===== config.mk =====
export PLATFORM = sky130hd
export DESIGN_NAME = resp_reply_stream_parser_unit
export DESIGN_NICKNAME = d
export VERILOG_FILES = /design/src/rrsp_pkg.sv /design/src/rrsp_cfg_regs.sv /design/src/rrsp_in_stage.sv /design/src/rrsp_parse_core.sv /design/src/rrsp_out_stage.sv /design/src/resp_reply_stream_parser_unit.sv
export SDC_FILE = /design/constraint.sdc
export NUM_CORES = 1
export LEC_CHECK = 0
export BUFFER_PORTS_ARGS = -buffer_cell sky130_fd_sc_hd__buf_2
export CAP_MARGIN = 15
export CORE_AREA = 5 5 185 187
export DETAILED_ROUTE_END_ITERATION = 8
export DIE_AREA = 0 0 190 192
export GPL_TIMING_DRIVEN = 0
export HOLD_SLACK_MARGIN = 0.05
export PLACE_DENSITY = 0.87
export SETUP_SLACK_MARGIN = 0.4
export SYNTH_ARGS = -nofsm -noshare
export SYNTH_HDL_FRONTEND = slang
export SYNTH_SLANG_ARGS = --single-unit
export TNS_END_PERCENT = 5

===== constraint.sdc =====
create_clock -name clk -period 8.15 [get_ports clk]
set_input_delay 0.815 -clock clk [delete_from_list [all_inputs] [get_ports clk]]
set_output_delay 0.815 -clock clk [all_outputs]
set_load 0.01 [all_outputs]

===== src/rrsp_pkg.sv =====
// Shared types and constants for the RESP reply stream parser.
// Used by every module of the block but rrsp_in_stage; depends on nothing else.
`default_nettype none

package rrsp_pkg;

    // Widths of the configuration registers and the counters that follow them.
    localparam int BULK_LEN_BITS  = 24;
    localparam int COUNT_BITS     = 32;
    localparam int BULK_PROD_BITS = BULK_LEN_BITS + 4;
    localparam int ELEM_BITS      = COUNT_BITS + 1;
    localparam int ELEM_PROD_BITS = ELEM_BITS + 4;
    localparam int CFG_DATA_BITS  = (BULK_LEN_BITS > COUNT_BITS) ? BULK_LEN_BITS : COUNT_BITS;
    localparam int CFG_INDEX_BITS = 1;

    localparam logic [BULK_LEN_BITS-1:0] MAX_BULK_LEN_RESET  = BULK_LEN_BITS'(1024 * 1024);
    localparam logic [COUNT_BITS-1:0]    MAX_ARRAY_CNT_RESET = '1;

    // Configuration register indexes.
    localparam logic [CFG_INDEX_BITS-1:0] CFG_MAX_BULK_LEN    = 1'd0;
    localparam logic [CFG_INDEX_BITS-1:0] CFG_MAX_ARRAY_COUNT = 1'd1;

    // Result status codes.
    localparam logic [1:0] ST_BUSY       = 2'd0;
    localparam logic [1:0] ST_COMPLETE   = 2'd1;
    localparam logic [1:0] ST_SERVER_ERR = 2'd2;
    localparam logic [1:0] ST_FAULT      = 2'd3;

    // Error kinds. The parse steps reuse them as their return codes, with
    // STEP_BUSY and STEP_DONE in the two lowest codes.
    localparam logic [2:0] ERR_NONE          = 3'd0;
    localparam logic [2:0] ERR_BAD_TYPE      = 3'd1;
    localparam logic [2:0] ERR_BULK_TOO_LONG = 3'd2;
    localparam logic [2:0] ERR_BULK_LEN_END  = 3'd3;
    localparam logic [2:0] ERR_BULK_DATA_END = 3'd4;
    localparam logic [2:0] ERR_COUNT_LARGE   = 3'd5;
    localparam logic [2:0] ERR_COUNT_END     = 3'd6;
    localparam logic [2:0] ERR_ELEM_HEADER   = 3'd7;
    localparam logic [2:0] STEP_BUSY         = 3'd0;
    localparam logic [2:0] STEP_DONE         = 3'd1;

    // Reply type codes.
    localparam logic [3:0] TYPE_NONE     = 4'd0;
    localparam logic [3:0] TYPE_ERROR    = 4'd1;
    localparam logic [3:0] TYPE_STATUS   = 4'd2;
    localparam logic [3:0] TYPE_INTEGER  = 4'd3;
    localparam logic [3:0] TYPE_DOUBLE   = 4'd4;
    localparam logic [3:0] TYPE_NULL     = 4'd5;
    localparam logic [3:0] TYPE_BULK     = 4'd6;
    localparam logic [3:0] TYPE_ARRAY    = 4'd7;
    localparam logic [3:0] TYPE_MAP      = 4'd8;
    localparam logic [3:0] TYPE_SET      = 4'd9;
    localparam logic [3:0] TYPE_BOOL     = 4'd10;
    localparam logic [3:0] TYPE_VERBATIM = 4'd11;
    localparam logic [3:0] TYPE_PUSH     = 4'd12;
    localparam logic [3:0] TYPE_BIGNUM   = 4'd13;

    typedef enum logic [1:0] {
        LINE_SEEK_CR = 2'b01,
        LINE_CR_SEEN = 2'b10
    } line_phase_t;

    typedef enum logic [4:0] {
        BULK_LEN     = 5'b00001,
        BULK_LEN_LF  = 5'b00010,
        BULK_DATA    = 5'b00100,
        BULK_DATA_CR = 5'b01000,
        BULK_DATA_LF = 5'b10000
    } bulk_phase_t;

    typedef enum logic [4:0] {
        AGG_COUNT    = 5'b00001,
        AGG_COUNT_LF = 5'b00010,
        AGG_HEADER   = 5'b00100,
        AGG_BULK     = 5'b01000,
        AGG_LINE     = 5'b10000
    } agg_phase_t;

    typedef struct packed {
        logic [BULK_LEN_BITS-1:0] max_bulk_len;
        logic [COUNT_BITS-1:0]    max_array_count;
    } cfg_t;

    typedef struct packed {
        logic [1:0]  status;
        logic [2:0]  error_kind;
        logic [3:0]  reply_type;
        logic [7:0]  error_byte;
        logic [31:0] reply_count;
    } result_t;

endpackage

`default_nettype wire


===== src/rrsp_cfg_regs.sv =====
// Configuration registers of the RESP reply parser: bulk length and count limits.
// Depends on rrsp_pkg.
`default_nettype none

module rrsp_cfg_regs (
    input  wire logic                                 clk,
    input  wire logic                                 rst_n,
    input  wire logic                                 cfg_write_en,
    input  wire logic [rrsp_pkg::CFG_INDEX_BITS-1:0]  cfg_index,
    input  wire logic [rrsp_pkg::CFG_DATA_BITS-1:0]   cfg_data,
    output rrsp_pkg::cfg_t                            cfg
);

    rrsp_pkg::cfg_t cfg_reg;

    always_ff @(posedge clk or negedge rst_n)
    begin
        if (!rst_n)
        begin
            cfg_reg.max_bulk_len    <= rrsp_pkg::MAX_BULK_LEN_RESET;
            cfg_reg.max_array_count <= rrsp_pkg::MAX_ARRAY_CNT_RESET;
        end
        else if (cfg_write_en)
        begin
            unique case (cfg_index)
                rrsp_pkg::CFG_MAX_BULK_LEN:
                begin
                    cfg_reg.max_bulk_len <= cfg_data[rrsp_pkg::BULK_LEN_BITS-1:0];
                end
                rrsp_pkg::CFG_MAX_ARRAY_COUNT:
                begin
                    cfg_reg.max_array_count <= cfg_data[rrsp_pkg::COUNT_BITS-1:0];
                end
                default:
                begin
                end
            endcase
        end
    end

    assign cfg = cfg_reg;

endmodule

`default_nettype wire


===== src/rrsp_in_stage.sv =====
// Input register of the RESP reply parser: holds one byte until the parser takes it.
// Depends on rrsp_pkg only through the house conventions; no package items used.
`default_nettype none

module rrsp_in_stage (
    input  wire logic       clk,
    input  wire logic       rst_n,
    input  wire logic       in_valid,
    output logic            in_ready,
    input  wire logic [7:0] byte_value,
    input  wire logic       out_free,
    output logic            take,
    output logic [7:0]      byte_out
);

    logic       valid_reg;
    logic       valid_next;
    logic [7:0] byte_reg;

    // The held byte moves on whenever the result register can take its result.
    assign take     = valid_reg && out_free;
    assign in_ready = !valid_reg || take;

    always_comb
    begin
        valid_next = valid_reg;
        if (in_valid && in_ready)
        begin
            valid_next = 1'b1;
        end
        else if (take)
        begin
            valid_next = 1'b0;
        end
    end

    always_ff @(posedge clk or negedge rst_n)
    begin
        if (!rst_n)
        begin
            valid_reg <= 1'b0;
        end
        else
        begin
            valid_reg <= valid_next;
        end
    end

    always_ff @(posedge clk)
    begin
        if (in_valid && in_ready)
        begin
            byte_reg <= byte_value;
        end
    end

    assign byte_out = byte_reg;

endmodule

`default_nettype wire


===== src/rrsp_parse_core.sv =====
// Parser state and the per-byte decode logic of the RESP reply parser.
// Depends on rrsp_pkg for codes, phase encodings and the result struct.
`default_nettype none

module rrsp_parse_core (
    input  wire logic       clk,
    input  wire logic       rst_n,
    input  wire logic       take,
    input  wire logic [7:0] byte_in,
    input  wire rrsp_pkg::cfg_t cfg,
    output rrsp_pkg::result_t result
);

    localparam int BLB = rrsp_pkg::BULK_LEN_BITS;
    localparam int BPB = rrsp_pkg::BULK_PROD_BITS;
    localparam int ELB = rrsp_pkg::ELEM_BITS;
    localparam int EPB = rrsp_pkg::ELEM_PROD_BITS;
    localparam int CNB = rrsp_pkg::COUNT_BITS;

    localparam logic [7:0] CHAR_CR     = 8'd13;
    localparam logic [7:0] CHAR_LF     = 8'd10;
    localparam logic [7:0] CHAR_DOLLAR = 8'd36;
    localparam logic [7:0] CHAR_COLON  = 8'd58;
    localparam logic [7:0] CHAR_COMMA  = 8'd44;
    localparam logic [7:0] CHAR_UNDER  = 8'd95;
    localparam logic [7:0] CHAR_HASH   = 8'd35;
    localparam logic [7:0] CHAR_LPAREN = 8'd40;
    localparam logic [7:0] CHAR_ZERO   = 8'd48;
    localparam logic [7:0] CHAR_NINE   = 8'd57;

    function automatic logic [3:0] decode_type(input logic [7:0] b);
        logic [3:0] t;
        unique case (b)
            8'd45:   t = rrsp_pkg::TYPE_ERROR;
            8'd43:   t = rrsp_pkg::TYPE_STATUS;
            8'd58:   t = rrsp_pkg::TYPE_INTEGER;
            8'd44:   t = rrsp_pkg::TYPE_DOUBLE;
            8'd95:   t = rrsp_pkg::TYPE_NULL;
            8'd36:   t = rrsp_pkg::TYPE_BULK;
            8'd42:   t = rrsp_pkg::TYPE_ARRAY;
            8'd37:   t = rrsp_pkg::TYPE_MAP;
            8'd126:  t = rrsp_pkg::TYPE_SET;
            8'd35:   t = rrsp_pkg::TYPE_BOOL;
            8'd61:   t = rrsp_pkg::TYPE_VERBATIM;
            8'd62:   t = rrsp_pkg::TYPE_PUSH;
            8'd40:   t = rrsp_pkg::TYPE_BIGNUM;
            default: t = rrsp_pkg::TYPE_NONE;
        endcase
        return t;
    endfunction

    logic [3:0]            cur_type_reg,   cur_type_next;
    rrsp_pkg::line_phase_t line_phase_reg, line_phase_next;
    rrsp_pkg::bulk_phase_t bulk_phase_reg, bulk_phase_next;
    rrsp_pkg::agg_phase_t  agg_phase_reg,  agg_phase_next;
    logic [BLB-1:0]        bulk_len_reg,   bulk_len_next;
    logic [BLB-1:0]        bulk_pos_reg,   bulk_pos_next;
    logic [ELB-1:0]        elem_left_reg,  elem_left_next;
    logic [31:0]           replies_reg,    replies_next;
    logic                  fault_reg,      fault_next;
    logic [1:0]            held_status_reg, held_status_next;
    logic [2:0]            held_kind_reg,   held_kind_next;

    logic                  is_digit;
    logic [3:0]            digit;

    // Step results of the line and bulk sub-parsers from the current state.
    logic [2:0]            line_r;
    rrsp_pkg::line_phase_t line_phase_ln;
    logic [2:0]            bulk_r;
    rrsp_pkg::bulk_phase_t bulk_phase_bn;
    logic [BLB-1:0]        bulk_len_bn;
    logic [BLB-1:0]        bulk_pos_bn;
    logic [BPB-1:0]        bulk_len_ext;
    logic [BPB-1:0]        bulk_len_v;
    logic [BLB:0]          bulk_pos_inc;

    logic [EPB-1:0]        elem_ext;
    logic [EPB-1:0]        elem_v;
    logic [ELB-1:0]        elem_dec;

    assign is_digit = (byte_in >= CHAR_ZERO) && (byte_in <= CHAR_NINE);
    assign digit    = byte_in[3:0];

    // Line replies and line elements: end at CR LF, a stray CR rescans.
    always_comb
    begin
        line_r        = rrsp_pkg::STEP_BUSY;
        line_phase_ln = (byte_in == CHAR_CR) ? rrsp_pkg::LINE_CR_SEEN : rrsp_pkg::LINE_SEEK_CR;
        if ((line_phase_reg == rrsp_pkg::LINE_CR_SEEN) && (byte_in == CHAR_LF))
        begin
            line_r        = rrsp_pkg::STEP_DONE;
            line_phase_ln = rrsp_pkg::LINE_SEEK_CR;
        end
    end

    // Bulk replies and bulk elements: decimal length, data, then CR LF.
    always_comb
    begin
        bulk_len_ext  = {{(BPB-BLB){1'b0}}, bulk_len_reg};
        bulk_len_v    = (bulk_len_ext << 3) + (bulk_len_ext << 1) + {{(BPB-4){1'b0}}, digit};
        bulk_pos_inc  = {1'b0, bulk_pos_reg} + {{BLB{1'b0}}, 1'b1};
        bulk_r        = rrsp_pkg::STEP_BUSY;
        bulk_phase_bn = bulk_phase_reg;
        bulk_len_bn   = bulk_len_reg;
        bulk_pos_bn   = bulk_pos_reg;
        unique case (bulk_phase_reg)
            rrsp_pkg::BULK_LEN:
            begin
                if (is_digit)
                begin
                    if (bulk_len_v > {{(BPB-BLB){1'b0}}, cfg.max_bulk_len})
                    begin
                        bulk_r = rrsp_pkg::ERR_BULK_TOO_LONG;
                    end
                    else
                    begin
                        bulk_len_bn = bulk_len_v[BLB-1:0];
                    end
                end
                else if (byte_in == CHAR_CR)
                begin
                    bulk_phase_bn = rrsp_pkg::BULK_LEN_LF;
                end
                else
                begin
                    bulk_r = rrsp_pkg::ERR_BULK_LEN_END;
                end
            end
            rrsp_pkg::BULK_LEN_LF:
            begin
                if (byte_in != CHAR_LF)
                begin
                    bulk_r = rrsp_pkg::ERR_BULK_LEN_END;
                end
                else
                begin
                    bulk_pos_bn = '0;
                    // An empty bulk goes straight to its trailing CR LF.
                    bulk_phase_bn = (bulk_len_reg == '0) ? rrsp_pkg::BULK_DATA_CR
                                                         : rrsp_pkg::BULK_DATA;
                end
            end
            rrsp_pkg::BULK_DATA:
            begin
                bulk_pos_bn = bulk_pos_inc[BLB-1:0];
                if (bulk_pos_inc >= {1'b0, bulk_len_reg})
                begin
                    bulk_phase_bn = rrsp_pkg::BULK_DATA_CR;
                end
            end
            rrsp_pkg::BULK_DATA_CR:
            begin
                if (byte_in != CHAR_CR)
                begin
                    bulk_r = rrsp_pkg::ERR_BULK_DATA_END;
                end
                else
                begin
                    bulk_phase_bn = rrsp_pkg::BULK_DATA_LF;
                end
            end
            rrsp_pkg::BULK_DATA_LF:
            begin
                if (byte_in != CHAR_LF)
                begin
                    bulk_r = rrsp_pkg::ERR_BULK_DATA_END;
                end
                else
                begin
                    bulk_phase_bn = rrsp_pkg::BULK_LEN;
                    bulk_r        = rrsp_pkg::STEP_DONE;
                end
            end
            default:
            begin
                bulk_phase_bn = rrsp_pkg::BULK_LEN;
            end
        endcase
    end

    // Top-level decode: type byte, then the sub-parser the type calls for.
    always_comb
    begin
        logic [2:0] r;
        logic [1:0] st;
        logic [2:0] kind;
        logic [7:0] err_b;
        logic [3:0] t;
        logic [3:0] shown;

        cur_type_next    = cur_type_reg;
        line_phase_next  = line_phase_reg;
        bulk_phase_next  = bulk_phase_reg;
        agg_phase_next   = agg_phase_reg;
        bulk_len_next    = bulk_len_reg;
        bulk_pos_next    = bulk_pos_reg;
        elem_left_next   = elem_left_reg;
        replies_next     = replies_reg;
        fault_next       = fault_reg;
        held_status_next = held_status_reg;
        held_kind_next   = held_kind_reg;

        elem_ext = {{(EPB-ELB){1'b0}}, elem_left_reg};
        elem_v   = (elem_ext << 3) + (elem_ext << 1) + {{(EPB-4){1'b0}}, digit};
        elem_dec = elem_left_reg - {{(ELB-1){1'b0}}, 1'b1};

        r     = rrsp_pkg::STEP_BUSY;
        st    = rrsp_pkg::ST_BUSY;
        kind  = rrsp_pkg::ERR_NONE;
        err_b = 8'd0;
        t     = decode_type(byte_in);

        if (fault_reg)
        begin
            st   = held_status_reg;
            kind = held_kind_reg;
        end
        else if (cur_type_reg == rrsp_pkg::TYPE_NONE)
        begin
            if (t == rrsp_pkg::TYPE_NONE)
            begin
                st               = rrsp_pkg::ST_FAULT;
                kind             = rrsp_pkg::ERR_BAD_TYPE;
                err_b            = byte_in;
                fault_next       = 1'b1;
                held_status_next = rrsp_pkg::ST_FAULT;
                held_kind_next   = rrsp_pkg::ERR_BAD_TYPE;
            end
            else
            begin
                cur_type_next   = t;
                line_phase_next = rrsp_pkg::LINE_SEEK_CR;
                bulk_phase_next = rrsp_pkg::BULK_LEN;
                agg_phase_next  = rrsp_pkg::AGG_COUNT;
                bulk_len_next   = '0;
                bulk_pos_next   = '0;
                elem_left_next  = '0;
            end
        end
        else
        begin
            case (cur_type_reg)
                rrsp_pkg::TYPE_BULK, rrsp_pkg::TYPE_VERBATIM:
                begin
                    r               = bulk_r;
                    bulk_phase_next = bulk_phase_bn;
                    bulk_len_next   = bulk_len_bn;
                    bulk_pos_next   = bulk_pos_bn;
                end
                rrsp_pkg::TYPE_ARRAY, rrsp_pkg::TYPE_MAP, rrsp_pkg::TYPE_SET,
                rrsp_pkg::TYPE_PUSH:
                begin
                    unique case (agg_phase_reg)
                        rrsp_pkg::AGG_COUNT:
                        begin
                            if (is_digit)
                            begin
                                if (elem_v > {{(EPB-CNB){1'b0}}, cfg.max_array_count})
                                begin
                                    r = rrsp_pkg::ERR_COUNT_LARGE;
                                end
                                else
                                begin
                                    elem_left_next = elem_v[ELB-1:0];
                                end
                            end
                            else if (byte_in == CHAR_CR)
                            begin
                                agg_phase_next = rrsp_pkg::AGG_COUNT_LF;
                            end
                            else
                            begin
                                r = rrsp_pkg::ERR_COUNT_END;
                            end
                        end
                        rrsp_pkg::AGG_COUNT_LF:
                        begin
                            if (byte_in != CHAR_LF)
                            begin
                                r = rrsp_pkg::ERR_COUNT_END;
                            end
                            else if (elem_left_reg == '0)
                            begin
                                r = rrsp_pkg::STEP_DONE;
                            end
                            else
                            begin
                                // A map of N entries carries 2N elements.
                                if (cur_type_reg == rrsp_pkg::TYPE_MAP)
                                begin
                                    elem_left_next = {elem_left_reg[ELB-2:0], 1'b0};
                                end
                                agg_phase_next = rrsp_pkg::AGG_HEADER;
                            end
                        end
                        rrsp_pkg::AGG_HEADER:
                        begin
                            if (byte_in == CHAR_DOLLAR)
                            begin
                                bulk_phase_next = rrsp_pkg::BULK_LEN;
                                bulk_len_next   = '0;
                                bulk_pos_next   = '0;
                                agg_phase_next  = rrsp_pkg::AGG_BULK;
                            end
                            else if ((byte_in == CHAR_COLON) || (byte_in == CHAR_COMMA) ||
                                     (byte_in == CHAR_UNDER) || (byte_in == CHAR_HASH) ||
                                     (byte_in == CHAR_LPAREN))
                            begin
                                line_phase_next = rrsp_pkg::LINE_SEEK_CR;
                                agg_phase_next  = rrsp_pkg::AGG_LINE;
                            end
                            else
                            begin
                                r = rrsp_pkg::ERR_ELEM_HEADER;
                            end
                        end
                        rrsp_pkg::AGG_BULK:
                        begin
                            bulk_phase_next = bulk_phase_bn;
                            bulk_len_next   = bulk_len_bn;
                            bulk_pos_next   = bulk_pos_bn;
                            r               = bulk_r;
                            if (bulk_r == rrsp_pkg::STEP_DONE)
                            begin
                                elem_left_next = elem_dec;
                                if (elem_dec != '0)
                                begin
                                    r              = rrsp_pkg::STEP_BUSY;
                                    agg_phase_next = rrsp_pkg::AGG_HEADER;
                                end
                            end
                        end
                        rrsp_pkg::AGG_LINE:
                        begin
                            line_phase_next = line_phase_ln;
                            r               = line_r;
                            if (line_r == rrsp_pkg::STEP_DONE)
                            begin
                                elem_left_next = elem_dec;
                                if (elem_dec != '0)
                                begin
                                    r              = rrsp_pkg::STEP_BUSY;
                                    agg_phase_next = rrsp_pkg::AGG_HEADER;
                                end
                            end
                        end
                        default:
                        begin
                            agg_phase_next = rrsp_pkg::AGG_COUNT;
                        end
                    endcase
                end
                default:
                begin
                    r               = line_r;
                    line_phase_next = line_phase_ln;
                end
            endcase

            if (r == rrsp_pkg::STEP_DONE)
            begin
                if (cur_type_reg == rrsp_pkg::TYPE_ERROR)
                begin
                    // A server error reply ends the stream like a fault, uncounted.
                    st               = rrsp_pkg::ST_SERVER_ERR;
                    fault_next       = 1'b1;
                    held_status_next = rrsp_pkg::ST_SERVER_ERR;
                    held_kind_next   = rrsp_pkg::ERR_NONE;
                end
                else
                begin
                    st           = rrsp_pkg::ST_COMPLETE;
                    replies_next = replies_reg + 32'd1;
                end
            end
            else if (r != rrsp_pkg::STEP_BUSY)
            begin
                st               = rrsp_pkg::ST_FAULT;
                kind             = r;
                err_b            = byte_in;
                fault_next       = 1'b1;
                held_status_next = rrsp_pkg::ST_FAULT;
                held_kind_next   = r;
            end
        end

        shown = cur_type_next;
        if (st == rrsp_pkg::ST_COMPLETE)
        begin
            cur_type_next = rrsp_pkg::TYPE_NONE;
        end

        result.status      = st;
        result.error_kind  = kind;
        result.reply_type  = shown;
        result.error_byte  = err_b;
        result.reply_count = replies_next;
    end

    always_ff @(posedge clk or negedge rst_n)
    begin
        if (!rst_n)
        begin
            cur_type_reg    <= rrsp_pkg::TYPE_NONE;
            line_phase_reg  <= rrsp_pkg::LINE_SEEK_CR;
            bulk_phase_reg  <= rrsp_pkg::BULK_LEN;
            agg_phase_reg   <= rrsp_pkg::AGG_COUNT;
            bulk_len_reg    <= '0;
            bulk_pos_reg    <= '0;
            elem_left_reg   <= '0;
            replies_reg     <= '0;
            fault_reg       <= 1'b0;
            held_status_reg <= rrsp_pkg::ST_BUSY;
            held_kind_reg   <= rrsp_pkg::ERR_NONE;
        end
        else if (take)
        begin
            cur_type_reg    <= cur_type_next;
            line_phase_reg  <= line_phase_next;
            bulk_phase_reg  <= bulk_phase_next;
            agg_phase_reg   <= agg_phase_next;
            bulk_len_reg    <= bulk_len_next;
            bulk_pos_reg    <= bulk_pos_next;
            elem_left_reg   <= elem_left_next;
            replies_reg     <= replies_next;
            fault_reg       <= fault_next;
            held_status_reg <= held_status_next;
            held_kind_reg   <= held_kind_next;
        end
    end

endmodule

`default_nettype wire


===== src/rrsp_out_stage.sv =====
// Result register of the RESP reply parser: one status item waiting for transfer.
// Depends on rrsp_pkg for the result struct.
`default_nettype none

module rrsp_out_stage (
    input  wire logic        clk,
    input  wire logic        rst_n,
    input  wire logic        take,
    input  wire rrsp_pkg::result_t result,
    output logic             out_free,
    output logic             out_valid,
    input  wire logic        out_ready,
    output rrsp_pkg::result_t out_data
);

    logic              valid_reg;
    logic              valid_next;
    rrsp_pkg::result_t data_reg;

    assign out_free = !valid_reg || out_ready;

    always_comb
    begin
        valid_next = valid_reg;
        if (take)
        begin
            valid_next = 1'b1;
        end
        else if (out_ready)
        begin
            valid_next = 1'b0;
        end
    end

    always_ff @(posedge clk or negedge rst_n)
    begin
        if (!rst_n)
        begin
            valid_reg <= 1'b0;
        end
        else
        begin
            valid_reg <= valid_next;
        end
    end

    always_ff @(posedge clk)
    begin
        if (take)
        begin
            data_reg <= result;
        end
    end

    assign out_valid = valid_reg;
    assign out_data  = data_reg;

endmodule

`default_nettype wire


===== src/resp_reply_stream_parser_unit.sv =====
// Top level of the RESP2/RESP3 reply stream parser: one status item per reply byte.
// Each byte passes the input register, and its status is then held in the result register
// and presented from there until its transfer.
// Throughput: one byte per cycle, set by the single decode pass between the
// input register and the result register; both stall only on out_ready.
// Reset (rst_n, asynchronous) empties both registers, clears the parser state
// and the sticky error, and loads the limit registers with their defaults.
// Depends on rrsp_pkg, rrsp_cfg_regs, rrsp_in_stage, rrsp_parse_core, rrsp_out_stage.
`default_nettype none

module resp_reply_stream_parser_unit (
    input  wire logic                                clk,
    input  wire logic                                rst_n,
    input  wire logic                                cfg_write_en,
    input  wire logic [rrsp_pkg::CFG_INDEX_BITS-1:0] cfg_index,
    input  wire logic [rrsp_pkg::CFG_DATA_BITS-1:0]  cfg_data,
    input  wire logic                                in_valid,
    output logic                                     in_ready,
    input  wire logic [7:0]                          byte_value,
    output logic                                     out_valid,
    input  wire logic                                out_ready,
    output logic [1:0]                               status,
    output logic [2:0]                               error_kind,
    output logic [3:0]                               reply_type,
    output logic [7:0]                               error_byte,
    output logic [31:0]                              reply_count
);

    rrsp_pkg::cfg_t    cfg;
    rrsp_pkg::result_t result;
    rrsp_pkg::result_t out_data;
    logic              take;
    logic              out_free;
    logic [7:0]        byte_held;

    rrsp_cfg_regs u_cfg (
        .clk          (clk),
        .rst_n        (rst_n),
        .cfg_write_en (cfg_write_en),
        .cfg_index    (cfg_index),
        .cfg_data     (cfg_data),
        .cfg          (cfg)
    );

    rrsp_in_stage u_in (
        .clk        (clk),
        .rst_n      (rst_n),
        .in_valid   (in_valid),
        .in_ready   (in_ready),
        .byte_value (byte_value),
        .out_free   (out_free),
        .take       (take),
        .byte_out   (byte_held)
    );

    rrsp_parse_core u_core (
        .clk     (clk),
        .rst_n   (rst_n),
        .take    (take),
        .byte_in (byte_held),
        .cfg     (cfg),
        .result  (result)
    );

    rrsp_out_stage u_out (
        .clk       (clk),
        .rst_n     (rst_n),
        .take      (take),
        .result    (result),
        .out_free  (out_free),
        .out_valid (out_valid),
        .out_ready (out_ready),
        .out_data  (out_data)
    );

    assign status      = out_data.status;
    assign error_kind  = out_data.error_kind;
    assign reply_type  = out_data.reply_type;
    assign error_byte  = out_data.error_byte;
    assign reply_count = out_data.reply_count;

    // An empty result register never holds back the input side.
    a_ready_when_empty: assert property (@(posedge clk) disable iff (!rst_n)
        !out_valid |-> in_ready)
        else $error("in_ready low while the result register is empty");

    // A protocol fault always names its kind.
    a_fault_has_kind: assert property (@(posedge clk) disable iff (!rst_n)
        (out_valid && (status == rrsp_pkg::ST_FAULT)) |->
            (error_kind != rrsp_pkg::ERR_NONE))
        else $error("protocol fault reported without an error kind");

    // Only a fault status carries an error kind or a faulting byte.
    a_kind_only_on_fault: assert property (@(posedge clk) disable iff (!rst_n)
        (out_valid && ((error_kind != rrsp_pkg::ERR_NONE) || (error_byte != 8'd0))) |->
            (status == rrsp_pkg::ST_FAULT))
        else $error("error kind or byte shown outside a fault");

    // A completed reply always has a reply type.
    a_complete_has_type: assert property (@(posedge clk) disable iff (!rst_n)
        (out_valid && (status == rrsp_pkg::ST_COMPLETE)) |->
            (reply_type != rrsp_pkg::TYPE_NONE))
        else $error("reply completed without a reply type");

endmodule

`default_nettype wire

==> metrics.cfg, run 1 <==
[global_route]
grt_first_pass_wirelength_mm = 88.46
grt_max_degree = 110
grt_overflow = 0
grt_usage_pct = 29.41
antenna_found_initial = 1
grt_pass1_vias = 17320

[yosys]
synth_fp_nets = 2381
yosysTopAreaCell = dfrtp_1
synth_seq_area_share_pct = 34.42
synthFlopType = dfrtp_1
synth-seq-cells = 250
synth-edff-count = 57
avgSynthCellArea_um2 = 8.967
synthArstFlopShare_pct = 77.20
netlist_top_cells_area = dfrtp_1, ha_1, edfxtp_1
ys_warn_count = 0
synth_cells = 2134
syn_area_mm2 = 0.01913
ys_types = 84
post-synth-top-area-fraction_pct = 20.53

[setup_path]
ff2ff_path_depth = 26
worstPathMaxFanout = 10
crit_type = reg -> reg
endpoint_kind = flop
cp.required_ns = 8.44
r2r_start = u_in.byte_out[3]
critPathLaunchType = flop
rrSetupSlack_ns = 0.68
cpPeakStageDelay_ns = 0.57
critPathArrivalTime_ns = 7.76
reg2reg_to = u_out.out_data[32]
cp_slowest_cell = fa_1

[power]
p_per_area_mw_per_mm2 = 334.6
power.total_mw = 7.108
p_leak_nw = 9.886
ir_drop_mv = 0.2515

[cts]
cts-htree-levels = 1
tritoncts = built
clk_pin_slew_worst_paths_ns = 0.06
cts_buffer_depth = 3
clkLatencyLatePin_ns = 0.58
root_buffer = clkbuf_16
cts_buffers = 29
cts.sinks = 250

[floorplanning]
initial_core_util_pct = 59.26
row_count = 66
io_pins = 97
die_h_um = 192
core-area_mm2 = 0.03229
die_w_um = 190
die_area_mm2 = 0.03648

[placed_design]
dp_hpwl_mm = 41.07
portBuffers = 96
gp_congestion = 0.9472

[detailed_routing]
drt_wl_total_mm = 54.74
top_layer_used = met4
drcViolationCount = 0
avgRoutedWirePerCell_um = 20.03
firstDrtPassIters = 9
dr_total_vias = 17650
drt_iter0_drc = 1809
viasPerCell = 6.459
final_antenna_net_count = 0
wl_met3_mm = 4.952
met1Wirelength_mm = 21.92
wl_met2_mm = 25.32

[final_layout]
fillers = 2599
nNetsFinal = 2514
area.growth.synth_to_final_pct = 11.03
mostFrequentLayoutCell = ha_1
largest_reg_flops = 56
seqCellArea_mm2 = 0.006586
layout_common_cells = ha_1, nand2_1, dfrtp_1
fin_util_pct = 65.80
multi_input_comb_area_mm2 = 0.01161
drive_gt1_share_pct = 11.97

[min_path]
min_path_type = in -> async

[timing]
setup_tns_ns = 0
slew_headroom_pct = 26.35
max_freq_mhz = 133.9
hold_viol = 0
worstMarginPinSlew_ns = 1.095
finalMaxSlewViolations = 0
rsz0062_at_grt = yes
finClkSkew_ns = 0.02671
min_period_over_period_pct = 91.66
setup_viol = 0
finalCriticalPeriod_ns = 7.470

[outcome]
status = completed

[run]
maxCapViolations = 0

[synthesized netlist by cell type, drive strengths merged, types with 10 or more instances]
master    n
nand3    67
o221ai   15
or3      16
clkbuf   89
buf      15
a211oi   18
and3     22
nor4     44
dfrtp   157
nor2    119
o21ai   140
a21o     44
o211ai   21
nand2b   33
nor2b    19
nand2   174
edfxtp   57
o31ai    19
a22oi    10
mux2     49
inv     148
dfstp    36
a31oi    22
ha      197
a22o     36
a21oi   125
xor2     89
o22ai    17
nor3b    14
xnor2    58
nor3     61
nand4    39
[where the power goes]
| group | total (mW) | leakage [nW] | internal (mW) | switching, mW |
|---|---|---|---|---|
| logic | 4.16 | 6.47 | 1.52 | 2.64 |
| registers | 1.65 | 2.96 | 1.47 | 0.177 |
| clock network | 1.31 | 0.456 | 0.758 | 0.550 |
[routing by layer]
| layer | up-vias | track usage, % |
|---|---|---|
| met3 | 207 | 5.580 |
| met5 | - | 0 |
| li1 | 8141 | - |
| met1 | 8388 | 38.22 |
| met4 | 0 | 12.38 |
| met2 | 917 | 48.41 |
[repair_timing]
item | CTS | global route
setup endpoints to repair | 95 | 100
gates resized for setup | 4 | 9
hold buffers | 0 | 0
buffers inserted | 0 | 2
[critical path: cells and delay by family, from the launching register on]
| family | cells | cell delay [ns] |
|---|---|---|
| AOI/OAI and AO/OA | 10 | 2.51 |
| buffers and inverters | 4 | 0.73 |
| and+or+nand+nor | 8 | 1.98 |
| xor gates and xnor gates | 1 | 0.11 |
| DFF | 1 | 0.51 |
| adders and majority gates | 3 | 1.33 |
[area by class of cell]
| class | count | share of cell area [%] |
|---|---|---|
| Inverter | 148 | 2.615 |
| Antenna cell | 1 | 0.01178 |
| Clock buffer | 38 | 3.769 |
| Tap cell | 442 | 2.603 |
| Multi-Input combinational cell | 1632 | 54.63 |
| Buffer | 104 | 1.996 |
| Sequential cell | 250 | 31.00 |
| Timing Repair Buffer | 102 | 2.650 |
| Clock inverter | 16 | 0.7244 |
[worst max-delay path by stage]
stage	slack, ns	cells after the start	end	startpoint
floorplan	1.53	25	u_out.out_data[48]	u_in.byte_out[3]
global placement	0.10	26	u_out.out_data[32]	u_in.byte_out[3]
detailed placement	-0.11	26	u_out.out_data[32]	u_in.byte_out[3]
CTS	0.50	26	u_out.out_data[32]	u_in.byte_out[3]
global route	0.30	26	u_out.out_data[32]	u_in.byte_out[3]
finish	0.68	26	u_out.out_data[32]	u_in.byte_out[3]
[stage by stage]
stage / hold slack [ns] / area [um2] / setup slack (ns) / std cells
2_1_floorplan: 0.4247 / 19130 / 1.533 / 2134
4_1_cts: 0.2562 / 21210 / 0.4970 / 2729
5_1_grt: 0.2723 / 21240 / 0.2989 / 2732
3_3_place_gp: 0.4434 / 20170 / 0.1011 / 2672
3_5_place_dp: 0.4513 / 20230 / -0.1078 / 2675
6_report: 0.2008 / 21250 / 0.6798 / 2733
[kinds of logic (layout without fill, tap and decap cells)]
group / after synthesis / count (layout) / synth area share [%]
compound gates: 558 / 558 / 19.26
xor+xnor: 147 / 147 / 6.729
fa+ha+maj: 201 / 201 / 13.30
buf+inv: 252 / 408 / 5.094
flops: 250 / 250 / 34.42
mux: 56 / 56 / 3.250
other cells: 0 / 1 / 0
simple gates: 670 / 670 / 17.95
(Power assumes the default switching activity.)
==> run 2: changes to the inputs <==
Settings changed: PLACE_DENSITY 0.87 to 0.78, SKIP_LAST_GASP set to 1.
==> run 2 against run 1 <==
  * Sequential power barely moved
  * Critical path depth is 5 lower
  * Largest power group unchanged
  * Global-route usage decreased by 0.48 points
  * First-iteration DRC count down 10%
  * Critical endpoint is now u_core.elem_left_reg[17]
  * Power rose by 0.63%
  * Highest routed layer unchanged
==> metrics.cfg, run 2 (synthesis gave the netlist of run 1 again) <==
[setup_path]
crit_type = reg -> reg  ; unchanged
critPathBufInv = 3  ; was 4
critPathLaunchType = flop  ; unchanged
worstPathCellList = fa_1, inv_1, fa_1, nand2b_1, a21oi_1, o211ai_1, a21oi_1, nor2_1, o21ai_0, xor2_1, ha_1, nand4_1, o221ai_1, a2111oi_0, o211ai_1, o211ai_1, o2111a_1, a22o_1, clkbuf_2, clkbuf_1, o22ai_1
cpMostUsedCell = o211ai_1
critPathArrivalTime_ns = 8.00  ; was 7.76 ns
rrSetupSlack_ns = 0.55  ; was 0.68 ns
cpPeakStageDelay_ns = 0.71  ; was 0.57 ns
cp.required_ns = 8.55  ; was 8.44 ns
cp_slowest_cell = a2111oi_0  ; was fa_1
worstPathMaxFanout = 10  ; unchanged
endpoint_kind = flop  ; unchanged
cp_top_family = compound AO/OA/AOI/OAI gates  ; unchanged

[global_route]
antenna_found_initial = 0  ; was 1
grt_max_degree = 100  ; was 110
grt_first_pass_wirelength_mm = 86.28  ; was 88.46 mm
grt_overflow = 0  ; unchanged
grt_usage_pct = 28.94  ; was 29.41%
grt_pass1_vias = 16650  ; was 17320

[placed_design]
gp_congestion = 0.9640  ; was 0.9472
place_area_mm2 = 0.02023  ; unchanged
portBuffers = 96  ; unchanged
dp_slack_ns = -0.2760  ; was -0.1078 ns
dp_hpwl_mm = 41.13  ; was 41.07 mm

[detailed_routing]
dr_total_vias = 17210  ; was 17650
avgRoutedWirePerCell_um = 19.88  ; was 20.03 um
drcViolationCount = 0  ; unchanged
drt_iter0_drc = 1625  ; was 1809
viasPerCell = 6.310  ; was 6.459
drt_wl_total_mm = 54.22  ; was 54.74 mm
final_antenna_net_count = 0  ; unchanged
firstDrtPassIters = 5  ; was 9

[floorplanning]
die_area_mm2 = 0.03648  ; unchanged
core-area_mm2 = 0.03229  ; unchanged
die_h_um = 192  ; unchanged
initial_core_util_pct = 59.26  ; unchanged
die_w_um = 190  ; unchanged
row_count = 66  ; unchanged
io_pins = 97  ; unchanged

[power]
p_leak_nw = 9.882  ; was 9.886 nW
ir_drop_mv = 0.2085  ; was 0.2515 mV
p_per_area_mw_per_mm2 = 336.5  ; was 334.6 mW/mm2
power.total_mw = 7.153  ; was 7.108 mW

[final_layout]
nNetsFinal = 2511  ; was 2514
mostFrequentLayoutCell = ha_1  ; unchanged
fillers = 2657  ; was 2599
diodes = 0  ; was 1
multi_input_comb_area_mm2 = 0.01160  ; was 0.01161 mm2
drive_gt1_share_pct = 11.95  ; was 11.97%
stdcell_area_mm2 = 0.02126  ; was 0.02125 mm2
seqCellArea_mm2 = 0.006586  ; unchanged
area.growth.synth_to_final_pct = 11.10  ; was 11.03%
largest_reg_flops = 56  ; unchanged
layout_common_cells = ha_1, nand2_1, dfrtp_1  ; unchanged
fin_util_pct = 65.84  ; was 65.80%

[timing]
rsz0062_at_grt = yes  ; unchanged
worstMarginPinSlew_ns = 1.148  ; was 1.095 ns
setup_viol = 0  ; unchanged
max_freq_mhz = 131.6  ; was 133.9 MHz
min_period_over_period_pct = 93.26  ; was 91.66%
finClkSkew_ns = 0.01540  ; was 0.02671 ns
slew_headroom_pct = 23.28  ; was 26.35%
setup_ws_ns = 0.5496  ; was 0.6798 ns
finalMaxSlewViolations = 0  ; unchanged
setup_tns_ns = 0  ; unchanged
finalCriticalPeriod_ns = 7.600  ; was 7.470 ns
hold_viol = 0  ; unchanged

[cts]
tritoncts = built  ; unchanged
cts-htree-levels = 1  ; unchanged
cts_buffers = 27  ; was 29
clk_pin_slew_worst_paths_ns = 0.07  ; was 0.06 ns
cts.sinks = 250  ; unchanged
clkLatencyLatePin_ns = 0.55  ; was 0.58 ns
cts_buffer_depth = 3  ; unchanged
root_buffer = clkbuf_16  ; unchanged
cts_hold_buf = 0  ; unchanged

[run]
maxCapViolations = 0  ; unchanged

[min_path]
min_path_type = in -> async  ; unchanged

[outcome]
status = completed  ; unchanged

==> run 2: cell types whose count changed in the layout (fill, tap and decap cells not counted), sizes merged <==
| cell | previous run | this run |
|---|---|---|
| buf | 115 | 114 |
| bufinv | 2 | 5 |
| clkbuf | 129 | 128 |
| clkinv | 8 | 4 |
| clkinvlp | 4 | 3 |
| diode | 1 | 0 |
| inv | 150 | 149 |
==> run 2: report_power, final <==
group	switching (mW)	internal (mW)	total [mW]
clock	0.523	0.831	1.35
sequential	0.174	1.47	1.64
combinational	2.64	1.52	4.16
total	3.34	3.81	7.15
==> run 2: worst register-to-register path: cells and delay by family (launching register included) <==
family	cells	cell delay [ns]
compound gates	11	3.66
buf+inv	3	0.93
fa+ha+maj	3	1.42
simple gates	3	0.45
flops	1	0.51
xor+xnor	1	0.50
==> run 2: repair_timing <==
| action | CTS | global route |
|---|---|---|
| endpoints found under the setup margin | 103 | 105 |
| cloned | 0 | 0 |
| pin swaps | 0 | 1 |
| setup buffers | 0 | 1 |
| resized for setup | 4 | 8 |
==> run 2: worst paths after layout <==
| kind | start | endpoint | depth (start not counted) |
|---|---|---|---|
| max | u_in.byte_out[3] | u_core.elem_left_reg[17] | 21 |
| min | rst_n | u_core.bulk_pos_reg[6] | 1 |
| max reg2reg | u_in.byte_out[3] | u_core.elem_left_reg[17] | 21 |
| min reg2reg | u_core.held_status_reg[1] | u_core.held_status_reg[1] | 1 |
| max in group asynchronous | rst_n | u_cfg.cfg[13] | 2 |
| min in group clk | u_core.held_status_reg[1] | u_core.held_status_reg[1] | 1 |
==> run 2: through the flow <==
step | cells | hold WS (ns)
floorplan | 2134 | 0.4247
global placement | 2672 | 0.4415
detailed placement | 2675 | 0.4445
CTS | 2725 | 0.3090
global route | 2727 | 0.3287
finish | 2727 | 0.2654
==> run 2: area by class of cell <==
| cell class | count | share of cell area (%) |
|---|---|---|
| Multi-Input combinational cell | 1632 | 54.57 |
| Sequential cell | 250 | 30.98 |
| Clock buffer | 37 | 3.690 |
| Timing Repair Buffer | 101 | 2.613 |
| Inverter | 148 | 2.613 |
| Tap cell | 442 | 2.602 |
| Buffer | 104 | 1.995 |
| Clock inverter | 13 | 0.9358 |
==> run 2: per-layer routing <==
metal,wire length [um],global-route usage (%)
met1,23140,39.04
met2,25320,48.68
met3,3760,3.253
met4,1997,10.04
met5,0,0
